**src/hw/rtl/sdpr_pkg.sv**
```systemverilog
package sdpr_pkg;

    localparam int unsigned STEP_W  = 10;
    localparam int unsigned DELAY_W = 8;
    localparam int unsigned COIL_W  = 6;
    localparam int unsigned BIN_W   = 2;
    localparam int unsigned CFG_IDX_W  = 3;
    localparam int unsigned CFG_DATA_W = 10;

    // register map of the configuration port
    typedef enum logic [CFG_IDX_W-1:0] {
        REG_QUARTER_STEPS  = 3'd0,
        REG_HALF_STEPS     = 3'd1,
        REG_INITIAL_STEPS  = 3'd2,
        REG_DECEL_STEPS    = 3'd3,
        REG_START_DELAY_MS = 3'd4,
        REG_MIN_DELAY_MS   = 3'd5
    } cfg_reg_t;

    // bin difference codes (target - current, mod 4)
    localparam logic [BIN_W-1:0] DIFF_NONE = 2'd0;
    localparam logic [BIN_W-1:0] DIFF_CW   = 2'd1;
    localparam logic [BIN_W-1:0] DIFF_HALF = 2'd2;
    localparam logic [BIN_W-1:0] DIFF_CCW  = 2'd3;

    localparam logic [BIN_W-1:0] RESET_BIN = 2'd2;

    localparam logic [STEP_W-1:0]  RESET_QUARTER_STEPS  = 10'd50;
    localparam logic [STEP_W-1:0]  RESET_HALF_STEPS     = 10'd100;
    localparam logic [STEP_W-1:0]  RESET_INITIAL_STEPS  = 10'd10;
    localparam logic [STEP_W-1:0]  RESET_DECEL_STEPS    = 10'd19;
    localparam logic [DELAY_W-1:0] RESET_START_DELAY_MS = 8'd20;
    localparam logic [DELAY_W-1:0] RESET_MIN_DELAY_MS   = 8'd1;

    localparam logic [DELAY_W-1:0] DELAY_MAX = 8'd255;

    // coil drive pattern for each phase
    localparam logic [COIL_W-1:0] COIL_TABLE [4] = '{
        6'b110000, 6'b000110, 6'b101000, 6'b000101
    };

    // delay plan for one step
    typedef struct packed {
        logic [DELAY_W-1:0] delay;
        logic [DELAY_W-1:0] ms;
        logic               post_inc;
    } step_plan_t;

endpackage

```
**src/hw/rtl/stepper_dish_positioner_ramp.sv**
```systemverilog
// Stepper positioner for a four-bin dish with a trapezoidal speed ramp. Each input item is
// either a one millisecond tick (action 0) or a move command (action 1) naming a target bin;
// every item gives exactly one result item carrying the coil pattern last driven, the busy
// flag, the bin the dish is at or heading to, and move_done on the item that ends a move.
// A command while busy is dropped. Quarter turns go the short way, half turns clockwise.
// The ramp holds start_delay_ms for the first initial_steps steps, then speeds up by one ms
// per step down to min_delay_ms, and slows down by one ms per step (to 255) over the last
// decel_steps steps. Rate: one item per clock cycle; in_ready is high whenever the result
// register is empty or its item is taken in the same cycle. That figure is set by the
// combinational update of the step state (one 11-bit add and compare for the ramp region).
// Configuration is a write port with cfg_ready always high; indexes 6 and 7 are ignored.
module stepper_dish_positioner_ramp (
    input  logic                                clk,
    input  logic                                rst_n,
    // input items
    input  logic                                in_valid,
    output logic                                in_ready,
    input  logic                                action,
    input  logic [sdpr_pkg::BIN_W-1:0]          target_bin,
    // result items
    output logic                                out_valid,
    input  logic                                out_ready,
    output logic [sdpr_pkg::COIL_W-1:0]         coil_pattern,
    output logic                                busy_res,
    output logic [sdpr_pkg::BIN_W-1:0]          current_bin,
    output logic                                move_done,
    // configuration writes
    input  logic                                cfg_valid,
    output logic                                cfg_ready,
    input  logic [sdpr_pkg::CFG_IDX_W-1:0]      cfg_index,
    input  logic [sdpr_pkg::CFG_DATA_W-1:0]     cfg_data
);

    // configuration registers
    logic [sdpr_pkg::STEP_W-1:0]  quarter_steps_reg;
    logic [sdpr_pkg::STEP_W-1:0]  half_steps_reg;
    logic [sdpr_pkg::STEP_W-1:0]  initial_steps_reg;
    logic [sdpr_pkg::STEP_W-1:0]  decel_steps_reg;
    logic [sdpr_pkg::DELAY_W-1:0] start_delay_reg;
    logic [sdpr_pkg::DELAY_W-1:0] min_delay_reg;

    // motion state
    logic [sdpr_pkg::BIN_W-1:0]   bin_reg,        bin_next;
    logic [1:0]                   phase_reg,      phase_next;
    logic [sdpr_pkg::STEP_W-1:0]  step_idx_reg,   step_idx_next;
    logic [sdpr_pkg::STEP_W-1:0]  step_total_reg, step_total_next;
    logic [sdpr_pkg::DELAY_W-1:0] delay_reg,      delay_next;
    logic [sdpr_pkg::DELAY_W-1:0] ms_left_reg,    ms_left_next;
    logic                         moving_reg,     moving_next;
    logic                         cw_reg,         cw_next;
    logic                         post_inc_reg,   post_inc_next;
    logic [sdpr_pkg::COIL_W-1:0]  coil_reg,       coil_next;

    // result register
    logic                         out_valid_reg;
    logic                         done_reg,       done_next;

    logic                         in_fire;

    // ramp decision for the step about to start
    function automatic sdpr_pkg::step_plan_t plan_step(
        input logic [sdpr_pkg::STEP_W-1:0]  idx,
        input logic [sdpr_pkg::DELAY_W-1:0] dly,
        input logic [sdpr_pkg::STEP_W-1:0]  total,
        input logic [sdpr_pkg::STEP_W-1:0]  init_steps,
        input logic [sdpr_pkg::STEP_W-1:0]  dec_steps,
        input logic [sdpr_pkg::DELAY_W-1:0] min_dly
    );
        sdpr_pkg::step_plan_t       plan;
        logic [sdpr_pkg::STEP_W:0]  accel_end;
        plan.delay    = dly;
        plan.post_inc = 1'b0;
        accel_end     = {1'b0, idx} + {1'b0, dec_steps};
        if (idx < init_steps)
        begin
            // hold the start delay
            plan.delay = dly;
        end
        else if (accel_end < {1'b0, total})
        begin
            // accelerate: shorten before use, down to the floor
            if (dly > min_dly)
            begin
                plan.delay = dly - 8'd1;
            end
        end
        else
        begin
            // decelerate: lengthen after use
            plan.post_inc = 1'b1;
        end
        // a zero delay still lasts one tick
        plan.ms = (plan.delay == '0) ? 8'd1 : plan.delay;
        return plan;
    endfunction

    assign in_ready  = !out_valid_reg || out_ready;
    assign in_fire   = in_valid && in_ready;
    assign cfg_ready = 1'b1;

    // state update for one item
    always_comb
    begin
        sdpr_pkg::step_plan_t        plan;
        logic [sdpr_pkg::BIN_W-1:0]  diff;
        logic [sdpr_pkg::STEP_W-1:0] n;
        logic [sdpr_pkg::DELAY_W-1:0] ms_dec;

        bin_next        = bin_reg;
        phase_next      = phase_reg;
        step_idx_next   = step_idx_reg;
        step_total_next = step_total_reg;
        delay_next      = delay_reg;
        ms_left_next    = ms_left_reg;
        moving_next     = moving_reg;
        cw_next         = cw_reg;
        post_inc_next   = post_inc_reg;
        coil_next       = coil_reg;
        done_next       = 1'b0;
        plan            = '0;
        diff            = target_bin - bin_reg;
        n               = '0;
        ms_dec          = (ms_left_reg != '0) ? ms_left_reg - 8'd1 : ms_left_reg;

        if (action)
        begin
            // move command, dropped while busy
            if (!moving_reg)
            begin
                bin_next = target_bin;
                case (diff)
                    sdpr_pkg::DIFF_CW:
                    begin
                        n       = quarter_steps_reg;
                        cw_next = 1'b1;
                    end
                    sdpr_pkg::DIFF_CCW:
                    begin
                        n       = quarter_steps_reg;
                        cw_next = 1'b0;
                    end
                    sdpr_pkg::DIFF_HALF:
                    begin
                        n       = half_steps_reg;
                        cw_next = 1'b1;
                    end
                    default:
                    begin
                        n = '0;
                    end
                endcase
                if (diff != sdpr_pkg::DIFF_NONE)
                begin
                    step_total_next = n;
                    step_idx_next   = '0;
                    delay_next      = start_delay_reg;
                    if (n == '0)
                    begin
                        done_next = 1'b1;
                    end
                    else
                    begin
                        moving_next   = 1'b1;
                        plan          = plan_step('0, start_delay_reg, n, initial_steps_reg,
                                                  decel_steps_reg, min_delay_reg);
                        delay_next    = plan.delay;
                        ms_left_next  = plan.ms;
                        post_inc_next = plan.post_inc;
                        coil_next     = sdpr_pkg::COIL_TABLE[phase_reg];
                    end
                end
            end
        end
        else if (moving_reg)
        begin
            // millisecond tick during a move
            ms_left_next = ms_dec;
            if (ms_dec == '0)
            begin
                if (post_inc_reg && delay_reg < sdpr_pkg::DELAY_MAX)
                begin
                    delay_next = delay_reg + 8'd1;
                end
                phase_next    = cw_reg ? phase_reg + 2'd1 : phase_reg - 2'd1;
                step_idx_next = step_idx_reg + 10'd1;
                if (step_idx_next >= step_total_reg)
                begin
                    moving_next = 1'b0;
                    done_next   = 1'b1;
                end
                else
                begin
                    plan          = plan_step(step_idx_next, delay_next, step_total_reg,
                                              initial_steps_reg, decel_steps_reg,
                                              min_delay_reg);
                    delay_next    = plan.delay;
                    ms_left_next  = plan.ms;
                    post_inc_next = plan.post_inc;
                    coil_next     = sdpr_pkg::COIL_TABLE[phase_next];
                end
            end
        end
    end

    // configuration registers
    always_ff @(posedge clk or negedge rst_n)
    begin
        if (!rst_n)
        begin
            quarter_steps_reg <= sdpr_pkg::RESET_QUARTER_STEPS;
            half_steps_reg    <= sdpr_pkg::RESET_HALF_STEPS;
            initial_steps_reg <= sdpr_pkg::RESET_INITIAL_STEPS;
            decel_steps_reg   <= sdpr_pkg::RESET_DECEL_STEPS;
            start_delay_reg   <= sdpr_pkg::RESET_START_DELAY_MS;
            min_delay_reg     <= sdpr_pkg::RESET_MIN_DELAY_MS;
        end
        else if (cfg_valid && cfg_ready)
        begin
            case (cfg_index)
                sdpr_pkg::REG_QUARTER_STEPS:  quarter_steps_reg <= cfg_data;
                sdpr_pkg::REG_HALF_STEPS:     half_steps_reg    <= cfg_data;
                sdpr_pkg::REG_INITIAL_STEPS:  initial_steps_reg <= cfg_data;
                sdpr_pkg::REG_DECEL_STEPS:    decel_steps_reg   <= cfg_data;
                sdpr_pkg::REG_START_DELAY_MS: start_delay_reg   <= cfg_data[7:0];
                sdpr_pkg::REG_MIN_DELAY_MS:   min_delay_reg     <= cfg_data[7:0];
                default:                      ;
            endcase
        end
    end

    // motion state, updated once per accepted item
    always_ff @(posedge clk or negedge rst_n)
    begin
        if (!rst_n)
        begin
            bin_reg        <= sdpr_pkg::RESET_BIN;
            phase_reg      <= '0;
            step_idx_reg   <= '0;
            step_total_reg <= '0;
            delay_reg      <= '0;
            ms_left_reg    <= '0;
            moving_reg     <= 1'b0;
            cw_reg         <= 1'b1;
            post_inc_reg   <= 1'b0;
            coil_reg       <= '0;
            done_reg       <= 1'b0;
        end
        else if (in_fire)
        begin
            bin_reg        <= bin_next;
            phase_reg      <= phase_next;
            step_idx_reg   <= step_idx_next;
            step_total_reg <= step_total_next;
            delay_reg      <= delay_next;
            ms_left_reg    <= ms_left_next;
            moving_reg     <= moving_next;
            cw_reg         <= cw_next;
            post_inc_reg   <= post_inc_next;
            coil_reg       <= coil_next;
            done_reg       <= done_next;
        end
    end

    // result valid; the state holds while a result waits since in_ready is low
    always_ff @(posedge clk or negedge rst_n)
    begin
        if (!rst_n)
        begin
            out_valid_reg <= 1'b0;
        end
        else if (in_fire)
        begin
            out_valid_reg <= 1'b1;
        end
        else if (out_ready)
        begin
            out_valid_reg <= 1'b0;
        end
    end

    assign out_valid    = out_valid_reg;
    assign coil_pattern = coil_reg;
    assign busy_res     = moving_reg;
    assign current_bin  = bin_reg;
    assign move_done    = done_reg;

endmodule
```
**config.mk**
```make
export PLATFORM = sky130hd
export DESIGN_NAME = stepper_dish_positioner_ramp
export DESIGN_NICKNAME = d
export VERILOG_FILES = /design/src/hw/rtl/sdpr_pkg.sv /design/src/hw/rtl/stepper_dish_positioner_ramp.sv
export SDC_FILE = /design/constraint.sdc
export NUM_CORES = 1
export LEC_CHECK = 0
export BUFFER_PORTS_ARGS = -buffer_cell sky130_fd_sc_hd__buf_2
export CORE_MARGIN = 1.5
export CORE_UTILIZATION = 33
export DETAILED_ROUTE_END_ITERATION = 16
export PLACE_DENSITY = 0.61
export SYNTH_ARGS = -nofsm -noshare
export SYNTH_HDL_FRONTEND = slang
export SYNTH_SLANG_ARGS = --single-unit
```
**constraint.sdc**
```tcl
create_clock -name clk -period 4.65 [get_ports clk]
set_clock_uncertainty 0.2 [all_clocks]
set_input_delay 0.465 -clock clk [delete_from_list [all_inputs] [get_ports clk]]
set_output_delay 0.465 -clock clk [all_outputs]
set_load 0.02 [all_outputs]
```
Word level (Yosys, flattened, before mapping). Index checks and enable logic that the tools add are counted.

Flip-flop bits (word level): 107. Output and inout bits: 13.

Order comparisons: 10. Muxes and demuxes: 85. Reductions and logical operators: 31. Bitwise operators: 4. Add/subtract/negate cells: 9. Eq/ne operators: 11.

Operator list (number): $mux W8 (35); $mux W10 (7); $mux W6 (11); $mux W1 (27); $bmux W6 S2 (2); $logic_not A8 Y1 (3); $sub A8 B1 Y8 const B (3); $lt A10 B10 Y1 (2); $pmux W10 S2 (1); $gt A8 B8 Y1 (2); $reduce_and A2 Y1 (6); $reduce_and A4 Y1 (3); $reduce_bool A2 Y1 (6); $add A10 B10 Y11 (1); $lt A11 B10 Y1 (1); $add A10 B1 Y10 const B (1); $ge A10 B10 Y1 (1); $logic_not A10 Y1 (1); $lt A1 B10 Y1 const A (1); $reduce_and A5 Y1 (2); $add A8 B1 Y8 const B (1); $lt A8 B8 Y1 const B (1); $reduce_bool A8 Y1 (1); $reduce_and A7 Y1 (1); 20 further kinds (30).

Longest topological paths before layout. Gate-level depths: netlist of the first run.

Depth after elaboration: 20. Mapped depth: 20.

Worst setup path before layout of the first run. Ideal clock, no wire load.

Path kind: register to register. Start: register step_idx_reg[0] (netlist bit). End: register ms_left_reg[6] (netlist bit). Library setup time: 121 ps. Clock period less this slack: 5152 ps. Arrival time: 4831 ps. Slack: -502 ps. Data required time: 4329 ps. Stages on the path, launching flop included: 21. Buffers on the path: 0. Cell sequence: dfrtp_1 > ha_1 > ha_1 > a21o_1 > a21oi_1 > o21bai_1 > a21oi_1 > o21bai_1 > a21oi_1 > o21bai_1 > a21oi_1 > xnor2_1 > ha_1 > nor2b_1 > a2111oi_0 > o211ai_1 > or4_4 > or3_1 > xnor2_2 > a221o_1 > a22o_1.

Longest elaborated chain between the ends: 15. Elaborated cells between the ends (all ways): 17. Classes of those cells: add/sub (2); order compare (3); mux (11); reduce/logical (1).

RTL lines: from (decl) (RTL line stepper_dish_positioner_ramp.sv:45) `logic [sdpr_pkg::STEP_W-1:0] step_idx_reg, step_idx_next;`; from (signal assigned) (RTL line stepper_dish_positioner_ramp.sv:252) `step_idx_reg <= step_idx_next;`; $add A10 B1 Y10 (*) (RTL line stepper_dish_positioner_ramp.sv:185) `step_idx_next = step_idx_reg + 10'd1;`; $add A10 B10 Y11 (RTL line stepper_dish_positioner_ramp.sv:73) `accel_end = {1'b0, idx} + {1'b0, dec_steps};`; $lt A11 B10 Y1 (RTL line stepper_dish_positioner_ramp.sv:79) `else if (accel_end < {1'b0, total})`; $mux W8 (RTL line stepper_dish_positioner_ramp.sv:79); $mux W8 (RTL line stepper_dish_positioner_ramp.sv:74) `if (idx < init_steps)`; $mux W8 (RTL line stepper_dish_positioner_ramp.sv:186) `if (step_idx_next >= step_total_reg)`; $mux W8 (RTL line stepper_dish_positioner_ramp.sv:178) `if (ms_dec == '0)`; $mux W8 (RTL line stepper_dish_positioner_ramp.sv:174) `else if (moving_reg)`; $mux W8 (RTL line stepper_dish_positioner_ramp.sv:125) `if (action)`; $logic_not A8 Y1 (RTL line stepper_dish_positioner_ramp.sv:93) `plan.ms = (plan.delay == '0) ? 8'd1 : plan.delay;`; $mux W8 (RTL line stepper_dish_positioner_ramp.sv:93); $mux W8 (*) (RTL line stepper_dish_positioner_ramp.sv:186); $mux W8 (*) (RTL line stepper_dish_positioner_ramp.sv:178); $mux W8 (*) (RTL line stepper_dish_positioner_ramp.sv:174); $mux W8 (*) (RTL line stepper_dish_positioner_ramp.sv:125); to (signal assigned) (RTL line stepper_dish_positioner_ramp.sv:255) `ms_left_reg <= ms_left_next;`; to (decl) (RTL line stepper_dish_positioner_ramp.sv:48) `logic [sdpr_pkg::DELAY_W-1:0] ms_left_reg, ms_left_next;`.

Mark *: on every way between the ends. The rest lies on a longest branch, timed or not. The select of a mux whose other input is x is not followed. A chain may end at the register's enable or synchronous reset.

Worst setup path after layout of the first run.
Start: register step_idx_reg[0] (netlist bit). End: register delay_reg[6] (netlist bit).

Longest elaborated chain between the ends: 13. Elaborated cells between the ends (all ways): 15. Classes of those cells: add/sub (2); order compare (3); mux (10).

RTL lines: $add A10 B1 Y10 (*) (RTL line stepper_dish_positioner_ramp.sv:185); $add A10 B10 Y11 (RTL line stepper_dish_positioner_ramp.sv:73); $lt A11 B10 Y1 (RTL line stepper_dish_positioner_ramp.sv:79); $mux W8 (RTL line stepper_dish_positioner_ramp.sv:79); $mux W8 (RTL line stepper_dish_positioner_ramp.sv:74); $mux W8 (RTL line stepper_dish_positioner_ramp.sv:186); $mux W8 (RTL line stepper_dish_positioner_ramp.sv:178); $mux W8 (RTL line stepper_dish_positioner_ramp.sv:174); $mux W8 (RTL line stepper_dish_positioner_ramp.sv:125); $mux W8 (*) (RTL line stepper_dish_positioner_ramp.sv:186); $mux W8 (*) (RTL line stepper_dish_positioner_ramp.sv:178); $mux W8 (*) (RTL line stepper_dish_positioner_ramp.sv:174); $mux W8 (*) (RTL line stepper_dish_positioner_ramp.sv:125); to (signal assigned) (RTL line stepper_dish_positioner_ramp.sv:254) `delay_reg <= delay_next;`; to (decl) (RTL line stepper_dish_positioner_ramp.sv:47) `logic [sdpr_pkg::DELAY_W-1:0] delay_reg, delay_next;`.

Marks and branches as above.

==> results of run 1 <==
placed cells by master (no fill, tap or decap), drive strengths merged, types with 18 or more instances in the layout:
master,count
a21oi,49
buf,109
dfrtp,91
ha,82
inv,55
mux2,50
nand2,100
nand2b,18
nand3,20
nor2,44
o21ai,60
xnor2,40
area by class of cell:
class,instances,area [um^2]
Fill cell,2258,13400
Multi-Input combinational cell,640,4900
Sequential cell,107,2700
Timing Repair Buffer,110,769
Tap cell,285,357
Clock buffer,9,225
Inverter,53,199
Clock inverter,7,108
Antenna cell,1,2.50
cells in the mapped netlist (7+ instances only):
library cell,number
sky130_fd_sc_hd__a21oi_1,48
sky130_fd_sc_hd__nand4_1,7
sky130_fd_sc_hd__nand2b_1,18
sky130_fd_sc_hd__nor3_1,11
sky130_fd_sc_hd__nor2_1,44
sky130_fd_sc_hd__nand2_1,100
sky130_fd_sc_hd__a211oi_1,8
sky130_fd_sc_hd__inv_1,53
sky130_fd_sc_hd__clkbuf_1,21
sky130_fd_sc_hd__dfrtp_1,91
sky130_fd_sc_hd__a21o_1,11
sky130_fd_sc_hd__nand3_1,20
sky130_fd_sc_hd__mux2_2,50
sky130_fd_sc_hd__xnor2_1,39
sky130_fd_sc_hd__and3_1,7
sky130_fd_sc_hd__o21a_1,7
sky130_fd_sc_hd__dfstp_2,16
sky130_fd_sc_hd__ha_1,82
sky130_fd_sc_hd__o21ai_0,58
sky130_fd_sc_hd__xor2_1,13
sky130_fd_sc_hd__o211ai_1,8
sky130_fd_sc_hd__nor4_1,9
repair_timing:
item                                   CTS  global route
endpoints found under the hold margin   24             0
hold buffers                             1             0
setup endpoints to repair                8            15
cloned                                   0             0
resized for setup                       15            26
pin swaps                                6            16
buffers inserted                         8             5
stage by stage:
| stage | power [mW] | cells | setup TNS, ns | hold slack [ns] | utilization [%] |
|---|---|---|---|---|---|
| 2_1_floorplan | 3.31 | 829 | -0.0280 | -0.0306 | - |
| 3_3_place_gp | 4.08 | 1181 | -0.439 | 0.237 | 37.9 |
| 3_5_place_dp | 4.12 | 1181 | -1.25 | 0.235 | 37.9 |
| 4_1_cts | 5.10 | 1206 | -0.278 | 0.108 | 40.0 |
| 5_1_grt | 5.66 | 1211 | -1.65 | 0.116 | 40.8 |
| 6_report | 5.20 | 1212 | -0.165 | 0.118 | 40.8 |
power by group:
| group | internal (mW) | switching, mW | leakage [nW] | total [mW] |
|---|---|---|---|---|
| Combinational | 1.25 | 1.56 | 2.64 | 2.81 |
| Clock | 0.439 | 0.403 | 0.160 | 0.842 |
| Sequential | 1.23 | 0.307 | 1.29 | 1.54 |
| Total | 2.92 | 2.27 | 4.09 | 5.20 |
per-layer routing:
metal / vias to the layer above / routed length (um) / global-route usage (%) / share of wire, %
met5: - / 0 / 0 / 0
met4: 0 / 340 / 5.17 / 1.7
met3: 22 / 595 / 1.89 / 3.0
met2: 115 / 9030 / 27.8 / 45
met1: 3020 / 10000 / 24.5 / 50
li1: 3145 / - / - / -
critical path: cells and delay by family (launching register included):
kind            cells  cell delay (ns)
simple gates        3             0.99
compound gates     12             1.92
flops               1             0.45
fa+ha+maj           3             0.76
xor+xnor            2             0.32
path summary, 6_finish.rpt:
check | from | end | slack [ns] | cells past startpoint
max reg2reg | step_idx_reg[0] | delay_reg[6] | -0.09 | 20
max | step_idx_reg[0] | delay_reg[6] | -0.09 | 20
min in group asynchronous | rst_n | ms_left_reg[2] | 0.39 | 2
max in group asynchronous | rst_n | decel_steps_reg[9] | 2.83 | 3
min | in_valid | out_valid | 0.12 | 2
min reg2reg | step_total_reg[7] | step_total_reg[7] | 0.28 | 2
logic make-up (layout without fill, tap and decap cells):
family                   Yosys count  in the layout  share of synthesized area, %
multiplexers                      54             54                          7.88
AND/OR/NAND/NOR                  257            257                          16.8
XOR/XNOR                          53             53                          6.16
adder cells (fa/ha/maj)           83             83                          13.7
flip-flops                       107            107                          35.2
buffers and inverters             82            179                          4.23
AO/OA/AOI/OAI                    192            192                          15.9
other                              1              2                        0.0490
==> results.cfg, run 1 <==
[status]
run_status = finished, violations left
failed_checks = setup timing

[layout]
design.final.nets = 1025
area_delta_synth_final_pct = 21.0
layout-drive-gt1-share_pct = 25.7
finalInstanceArea_um2 = 9260

[global_route]
grt-ovfl-total = 0
gr-usage-all-layers_pct = 17.3
number_of_global_route_vias_before_repair = 6274
grt_max_degree = 51
first_pass_grt_wire_length_mm = 33.0
number_of_antenna_violations_at_the_first_check_in_global_routing = 0

[critical_path]
critical_path.slowest_cell = sky130_fd_sc_hd__dfrtp_2
required_ns = 4.68
worst_setup_path_end_kind = register
critPathMaxStageDelay_ns = 0.45
timing.critical_path.cells = ha_4 -> ha_4 -> a21o_1 -> a21oi_2 -> o21bai_1 -> a21oi_2 -> o21bai_1 -> a21oi_2 -> o21bai_1 -> a21oi_1 -> xnor2_1 -> ha_1 -> nor2b_4 -> a2111oi_4 -> o211ai_1 -> or4_4 -> or3_4 -> xnor2_2 -> a222oi_1 -> a21oi_1
worst_path_arrival_time_ns = 4.77
critical_path.startpoint_type = register
crit_path_class = reg -> reg
worst-path-max-fanout = 4

[logic_synthesis]
synth-seq-cells = 107
synth_enable_flop_cells = 0
ys_types = 74
synthTopCellsByArea = sky130_fd_sc_hd__dfrtp_1 30%, sky130_fd_sc_hd__ha_1 13%, sky130_fd_sc_hd__mux2_2 7.4%, sky130_fd_sc_hd__dfstp_2 5.5%, sky130_fd_sc_hd__nand2_1 4.9%
synth_area_um2 = 7650
dominantRegCellSynth = sky130_fd_sc_hd__dfrtp_1
synth_async_sr_flop_share_pct = 100
synthesis.yosys.warnings = 0
synthCells = 829
yosysTopAreaCell = sky130_fd_sc_hd__dfrtp_1
post_synth_net_total = 933
synth.avg_cell_area_um2 = 9.23
synth_largest_type_area_fraction_pct = 29.8
synth_seq_area_share_pct = 35.2

[die]
initial_core_util_pct = 33.7
fp.dieArea_um2 = 24100
std_cell_rows = 55
die_y_um = 155
fp.coreArea_um2 = 22700
die-width_um = 155
io_pins = 34

[detailed_routing]
routed_wire_length_per_instance_um = 16.5
drt_first_iter_violations = 337
detail_route.first_pass.iterations = 5
via_count = 6302
vias_per_cell = 5.20
drt-total-wl_mm = 20.0
drtAntennaViolNets = 0
drt_drc_violations_left = 0

[clock_network]
total_cts_buffers = 9
htree_num_levels = 3
cts.root.buffer_cell = sky130_fd_sc_hd__clkbuf_16
cts.sink_count = 107
cts.reportedPaths.clkPinSlew_ns = 0.08
cts_tree = done
clock_latency_ns = 0.36
cts-root-to-sink-buffers = 2

[sta]
timing_max_transition_violations_final = 0
timing.final.setup_violations = 3
achievable-frequency_mhz = 211
fin_crit_sh_pct = 102
worst_slew_pin_slew_ns = 1.03
max_slew_margin_pct = 31.0
timing.final.hold_violations = 0
rsz0062_at_grt = true
finalCriticalPeriod_ns = 4.74
timing.final.ws_setup_ns = -0.0879

[place]
dpl.hpwl_mm = 15.1
detailedPlace.worstSlack_ns = -0.285
detailed_place.area_um2 = 8610
place_congestion = 0.832
port_buffers = 32

[pwr]
worst_voltage_drop_across_the_vdd_grid_mv = 0.239
static-leakage-power_nw = 4.09
power.density_cell_area_nw_per_um2 = 561

[run]
maxCapViolCount = 0

[min_path]
min_path_type = in -> reg
No activity file was read; power rests on OpenSTA's default activity.
==> run 2: changes to the inputs <==
--- a/config.mk
+++ b/config.mk
@@ -5,11 +5,13 @@
 export SDC_FILE = /design/constraint.sdc
 export NUM_CORES = 1
 export LEC_CHECK = 0
+export ABC_AREA = 1
 export BUFFER_PORTS_ARGS = -buffer_cell sky130_fd_sc_hd__buf_2
-export CORE_MARGIN = 1.5
+export CELL_PAD_IN_SITES_DETAIL_PLACEMENT = 0
+export CELL_PAD_IN_SITES_GLOBAL_PLACEMENT = 1
 export CORE_UTILIZATION = 33
 export DETAILED_ROUTE_END_ITERATION = 16
-export PLACE_DENSITY = 0.61
+export PLACE_DENSITY = 0.74
 export SYNTH_ARGS = -nofsm -noshare
 export SYNTH_HDL_FRONTEND = slang
 export SYNTH_SLANG_ARGS = --single-unit
==> run 2 against run 1 <==
Net effect:
- power rose by 17%
- worst setup slack improved by 0.48 ns
- hold slack got worse by 0.15 ns
- the run ends with hold timing left
- sequential power barely moved
- combinational power rose by 35%
- critical path depth rose by 11
- die area rose by 1.6%
- via count rose by 9.7%
- sequential share of layout area rose by 1.6 points
- synthesized area rose by 3.0%
==> results.cfg, run 2 <==
[sta]
max_slew_margin_pct = 45.8
timing.final.setup_violations = 0
timing.setup.tns_ns = 0
fin_hold_ws_ns = -0.0277
worst_slew_pin_slew_ns = 0.812
achievable-frequency_mhz = 235
finalCriticalPeriod_ns = 4.26
timing_max_transition_violations_final = 0
fin_crit_sh_pct = 91.5
timing.final.hold_violations = 12

[layout]
most-common-layout-cells = 313 x sky130_fd_sc_hd__nand2_1, 150 x sky130_fd_sc_hd__inv_1, 124 x sky130_fd_sc_hd__o21ai_0
area_delta_synth_final_pct = 11.4
finalInstanceArea_um2 = 8780
design.final.nets = 1233
final_cell_count_no_fill = 1453
layout.cells.most_common = sky130_fd_sc_hd__nand2_1
layout-drive-gt1-share_pct = 10.1
num_antenna_cells = 0

[die]
initial_core_util_pct = 33.6
fp.dieArea_um2 = 24500
fp.coreArea_um2 = 23500
io_pins = 34
std_cell_rows = 56
die_y_um = 157
die-width_um = 157

[global_route]
number_of_global_route_vias_before_repair = 6352
number_of_antenna_violations_at_the_first_check_in_global_routing = 0
grt_max_degree = 60
first_pass_grt_wire_length_mm = 34.2
gr-usage-all-layers_pct = 18.0
grt-ovfl-total = 0

[detailed_routing]
detail_route.first_pass.iterations = 5
drt-total-wl_mm = 21.0
drtAntennaViolNets = 0
drt_drc_violations_left = 0
vias_per_cell = 4.76
drt_first_iter_violations = 478
routed_wire_length_per_instance_um = 14.5
via_count = 6916

[critical_path]
crit_path_class = reg -> reg
worst-path-max-fanout = 5
crit_path_frequent_cell = sky130_fd_sc_hd__nand2_1
critical_path.startpoint_type = register
critical_path.slowest_cell = sky130_fd_sc_hd__dfrtp_1
reg2reg_depth = 31
critPathMaxStageDelay_ns = 0.42
required_ns = 4.75
worst_path_arrival_time_ns = 4.35
worst_setup_path_end_kind = register

[logic_synthesis]
yosysTopAreaCell = sky130_fd_sc_hd__dfrtp_1
dominantRegCellSynth = sky130_fd_sc_hd__dfrtp_1
post_synth_net_total = 1203
synth-seq-cells = 107
synthAdderAreaFrac_pct = 13.3
synth_async_sr_flop_share_pct = 100
dominant_combinational_cell_family_by_area_after_synthesis = simple AND/OR/NAND/NOR gates
post_synth_mux_area_share_pct = 0.270
synth.cells.most_frequent = 314 x sky130_fd_sc_hd__nand2_1, 151 x sky130_fd_sc_hd__inv_1, 125 x sky130_fd_sc_hd__o21ai_0
yosysMostFrequentCell = sky130_fd_sc_hd__nand2_1
synth_area_um2 = 7880
synth_enable_flop_cells = 0
synthTopCellsByArea = sky130_fd_sc_hd__dfrtp_1 29%, sky130_fd_sc_hd__nand2_1 15%, sky130_fd_sc_hd__ha_1 13%, sky130_fd_sc_hd__o21ai_0 7.9%, sky130_fd_sc_hd__inv_1 7.2%
synth_largest_type_area_fraction_pct = 28.9
synthCells = 1099
yosys.area_share.xor_xnor_pct = 2.56
synthesis.yosys.warnings = 0
synth_seq_area_share_pct = 34.2
synth.avg_cell_area_um2 = 7.17
compound_cell_area_share_of_the_yosys_netlist_pct = 14.3
synth-simple-area-share_pct = 26.3
ys_types = 49

[pwr]
worst_voltage_drop_across_the_vdd_grid_mv = 0.276
static-leakage-power_nw = 4.50
power.density_cell_area_nw_per_um2 = 695

[clock_network]
cts.reportedPaths.clkPinSlew_ns = 0.08
cts.root.buffer_cell = sky130_fd_sc_hd__clkbuf_16
cts.sink_count = 107
htree_num_levels = 3
cts_hold_repair_buffers = 0
cts_tree = done
cts-root-to-sink-buffers = 2
total_cts_buffers = 9
clock_latency_ns = 0.36

[place]
dpl.hpwl_mm = 16.4
detailed_place.area_um2 = 8420
port_buffers = 32
place_congestion = 0.869
placedCellCount = 1436

[min_path]
min_path_type = in -> async

[status]
run_status = finished, violations left
failed_checks = hold timing

[run]
maxCapViolCount = 0
## run 2: cell types whose count changed in the layout (fill, tap and decap cells not counted), sizes merged, moves of 28 or more
| cell | before | now |
|---|---|---|
| inv | 55 | 161 |
| nand3 | 20 | 56 |
| xnor2 | 40 | 3 |
| nand2 | 100 | 323 |
| mux2 | 50 | 1 |
| nor2 | 44 | 72 |
| o21ai | 60 | 128 |
| buf | 109 | 45 |
## run 2: stage by stage
| step | total power, mW | setup WS (ns) | util [%] |
|---|---|---|---|
| global placement | 5.23 | 0.111 | 35.9 |
| floorplan | 4.15 | 0.872 | - |
| global route | 6.76 | -0.0122 | 37.4 |
| CTS | 6.08 | 0.0740 | 37.2 |
| detailed placement | 5.24 | 0.0960 | 35.9 |
| finish | 6.10 | 0.393 | 37.4 |
## run 2: cell families (layout without fill, tap and decap cells)
kind of cell,Yosys count,count (layout)
buf+inv,184,219
xor+xnor,23,23
compound gates,210,210
fa+ha+maj,83,83
mux,2,2
simple gates,489,489
other cells,1,1
flops,107,107
## run 2: final cells by class
class / count / area, um^2
clock buffers: 9 / 225
clock inverters: 7 / 86.3
fillers: 2518 / 14700
inverters: 158 / 593
multi-input cells: 808 / 4520
flip-flops and latches: 107 / 2700
well taps: 319 / 399
repair buffers: 45 / 260
## run 2: critical path: cells and delay by family, from the launching register on
kind            cells  cell delay [ns]
simple gates       22             2.01
fa+ha+maj           2             0.51
flops               1             0.42
xor+xnor            2             0.41
buf+inv             3             0.33
compound gates      2             0.30
## run 2: repair_timing
| item | CTS | global route |
|---|---|---|
| resized for setup | 0 | 11 |
| endpoints found under the setup margin | 0 | 14 |
| buffers inserted | 0 | 1 |
## run 2: final timing paths
| check | start | to | slack [ns] |
|---|---|---|---|
| setup / recovery | step_idx_reg[2] | ms_left_reg[0] | 0.39 |
| hold / removal | rst_n | ms_left_reg[7] | -0.03 |
| setup reg to reg | step_idx_reg[2] | ms_left_reg[0] | 0.39 |
| hold reg to reg | coil_pattern[5] | coil_pattern[5] | 0.28 |
| max in group asynchronous | rst_n | start_delay_reg[4] | 3.34 |
| min in group clk | target_bin[1] | current_bin[1] | 0.16 |
## run 2: power by group
part / switching [mW] / leakage, nW / internal [mW]
Combinational: 2.47 / 3.03 / 1.31
Sequential: 0.270 / 1.32 / 1.24
Clock: 0.416 / 0.151 / 0.390
## run 2: per-layer routing
| metal | up-vias | track usage, % | share of wire, % |
|---|---|---|---|
| met5 | - | 0 | 0 |
| met4 | 0 | 4.20 | 1.1 |
| met3 | 11 | 1.99 | 2.9 |
| met2 | 113 | 27.3 | 44 |
| met1 | 3175 | 27.1 | 52 |
| li1 | 3617 | - | - |
==> run 3: changes to the inputs <==
--- a/config.mk
+++ b/config.mk
@@ -7,11 +7,11 @@
 export LEC_CHECK = 0
 export ABC_AREA = 1
 export BUFFER_PORTS_ARGS = -buffer_cell sky130_fd_sc_hd__buf_2
-export CELL_PAD_IN_SITES_DETAIL_PLACEMENT = 0
-export CELL_PAD_IN_SITES_GLOBAL_PLACEMENT = 1
+export CELL_PAD_IN_SITES_DETAIL_PLACEMENT = 1
+export CELL_PAD_IN_SITES_GLOBAL_PLACEMENT = 2
 export CORE_UTILIZATION = 33
 export DETAILED_ROUTE_END_ITERATION = 16
-export PLACE_DENSITY = 0.74
+export PLACE_DENSITY = 0.88
 export SYNTH_ARGS = -nofsm -noshare
 export SYNTH_HDL_FRONTEND = slang
 export SYNTH_SLANG_ARGS = --single-unit
==> run 3 against run 2 <==
Net effect:
- power increased by 1.2%
- global-route usage increased by 2.2 points
- critical path type unchanged
- highest routed layer unchanged
- combinational power about the same
- the flow finishes with violations (DRC)
- sequential power about the same
- largest power group unchanged
- cell count decreased by 0.21%
- core utilization about the same
- critical endpoint is now delay_reg[5]
- wire length increased by 10%
- sequential cell count unchanged
==> results.cfg, run 3 (synthesis gave the netlist of run 2 again) <==
[detailed_routing]
detail_route.first_pass.iterations = 10
vias_per_cell = 4.96
drt_first_iter_violations = 376
via_count = 7193
drt_drc_violations_left = 1
drt-total-wl_mm = 23.2
routed_wire_length_per_instance_um = 16.0
drtAntennaViolNets = 0

[die]
die_y_um = 157
fp.coreArea_um2 = 23500
io_pins = 34
die-width_um = 157
std_cell_rows = 56
fp.dieArea_um2 = 24500
initial_core_util_pct = 33.6

[layout]
num_antenna_cells = 0
design.final.nets = 1230
layout.cells.most_common = sky130_fd_sc_hd__nand2_1
most-common-layout-cells = 312 x sky130_fd_sc_hd__nand2_1, 150 x sky130_fd_sc_hd__inv_1, 124 x sky130_fd_sc_hd__o21ai_0
finish.utilization_pct = 37.4
layout-drive-gt1-share_pct = 10.2
area_delta_synth_final_pct = 11.4
number_of_fillers_in_the_final_layout = 2992

[sta]
timing_max_transition_violations_final = 0
finalCriticalPeriod_ns = 4.23
timing.final.hold_violations = 0
timing.setup.tns_ns = 0
achievable-frequency_mhz = 237
max_slew_margin_pct = 37.1
worst_slew_pin_slew_ns = 0.943
fin_crit_sh_pct = 90.9
timing.final.setup_violations = 0

[min_path]
min_path_type = in -> async

[critical_path]
worst-path-max-fanout = 5
reg2reg_depth = 27
crit_path_frequent_cell = sky130_fd_sc_hd__nand2_1
critPathMaxStageDelay_ns = 0.45
critical_path.startpoint_type = register
crit_path_class = reg -> reg
worst_setup_path_end_kind = register
required_ns = 4.71
timing.critical_path.buf_inv = 3
critPathTopFamily = simple AND/OR/NAND/NOR gates
worst_path_arrival_time_ns = 4.29
worstSetupPathDepth = 27
critical_path.slowest_cell = sky130_fd_sc_hd__dfrtp_2

[clock_network]
htree_num_levels = 3
cts.reportedPaths.clkPinSlew_ns = 0.09
cts.root.buffer_cell = sky130_fd_sc_hd__clkbuf_16
total_cts_buffers = 9
clock_latency_ns = 0.38
cts.sink_count = 107
cts_tree = done
cts-root-to-sink-buffers = 2

[global_route]
grt-ovfl-total = 0
grt_max_degree = 68
number_of_global_route_vias_before_repair = 7259
gr-usage-all-layers_pct = 20.2
number_of_antenna_violations_at_the_first_check_in_global_routing = 0
first_pass_grt_wire_length_mm = 38.2

[status]
failed_checks = DRC
run_status = finished, violations left

[run]
maxCapViolCount = 0

[pwr]
static-leakage-power_nw = 4.49
power.density_cell_area_nw_per_um2 = 704
worst_voltage_drop_across_the_vdd_grid_mv = 0.288

[place]
port_buffers = 32
place_congestion = 0.813
dpl.hpwl_mm = 18.0
==> run 3: metal layers <==
layer	global-route usage, %	share of wire (%)	vias up
met5	0	0	-
met3	2.46	2.5	17
li1	-	-	3623
met1	28.8	51	3475
met2	32.3	45	78
met4	4.62	1.4	0
==> run 3: worst paths after layout <==
path,from,endpoint,slack (ns)
max,step_idx_reg[0],delay_reg[5],0.42
min,rst_n,ms_left_reg[7],0.02
max reg2reg,step_idx_reg[0],delay_reg[5],0.42
min reg2reg,step_total_reg[2],step_total_reg[2],0.29
max in group asynchronous,rst_n,initial_steps_reg[8],3.09
min in group clk,target_bin[1],current_bin[1],0.15
==> run 3: where the power goes <==
part	internal [mW]	switching, mW	total (mW)
registers	1.24	0.276	1.52
logic	1.29	2.53	3.81
clock network	0.401	0.446	0.847
==> run 3: timing repair <==
item | in CTS | in global routing
endpoints found under the setup margin | 0 | 21
buffers inserted | 0 | 2
gates resized for setup | 0 | 13
hold buffers | 0 | 0
==> run 3: through the flow <==
| stage | hold slack [ns] | setup slack [ns] | area (um^2) | instances | total power [mW] |
|---|---|---|---|---|---|
| after floorplan | -0.0306 | 0.872 | 7880 | 1099 | 4.15 |
| after global placement | 0.252 | 0.139 | 8390 | 1432 | 5.17 |
| after detailed placement | 0.271 | 0.0549 | 8390 | 1432 | 5.29 |
| after CTS | 0.0754 | 0.0375 | 8710 | 1448 | 6.18 |
| after global routing | 0.110 | -0.0127 | 8780 | 1450 | 6.85 |
| final | 0.0247 | 0.424 | 8780 | 1450 | 6.18 |
==> run 3: layout make-up <==
class | instances | area (um^2) | area share, %
clock buffer | 9 | 225 | 2.57
clock inverter | 7 | 100 | 1.14
inverter | 158 | 593 | 6.76
multi-input combinational | 808 | 4520 | 51.5
sequential | 107 | 2700 | 30.7
tap | 319 | 399 | 4.55
timing repair buffer | 42 | 238 | 2.71
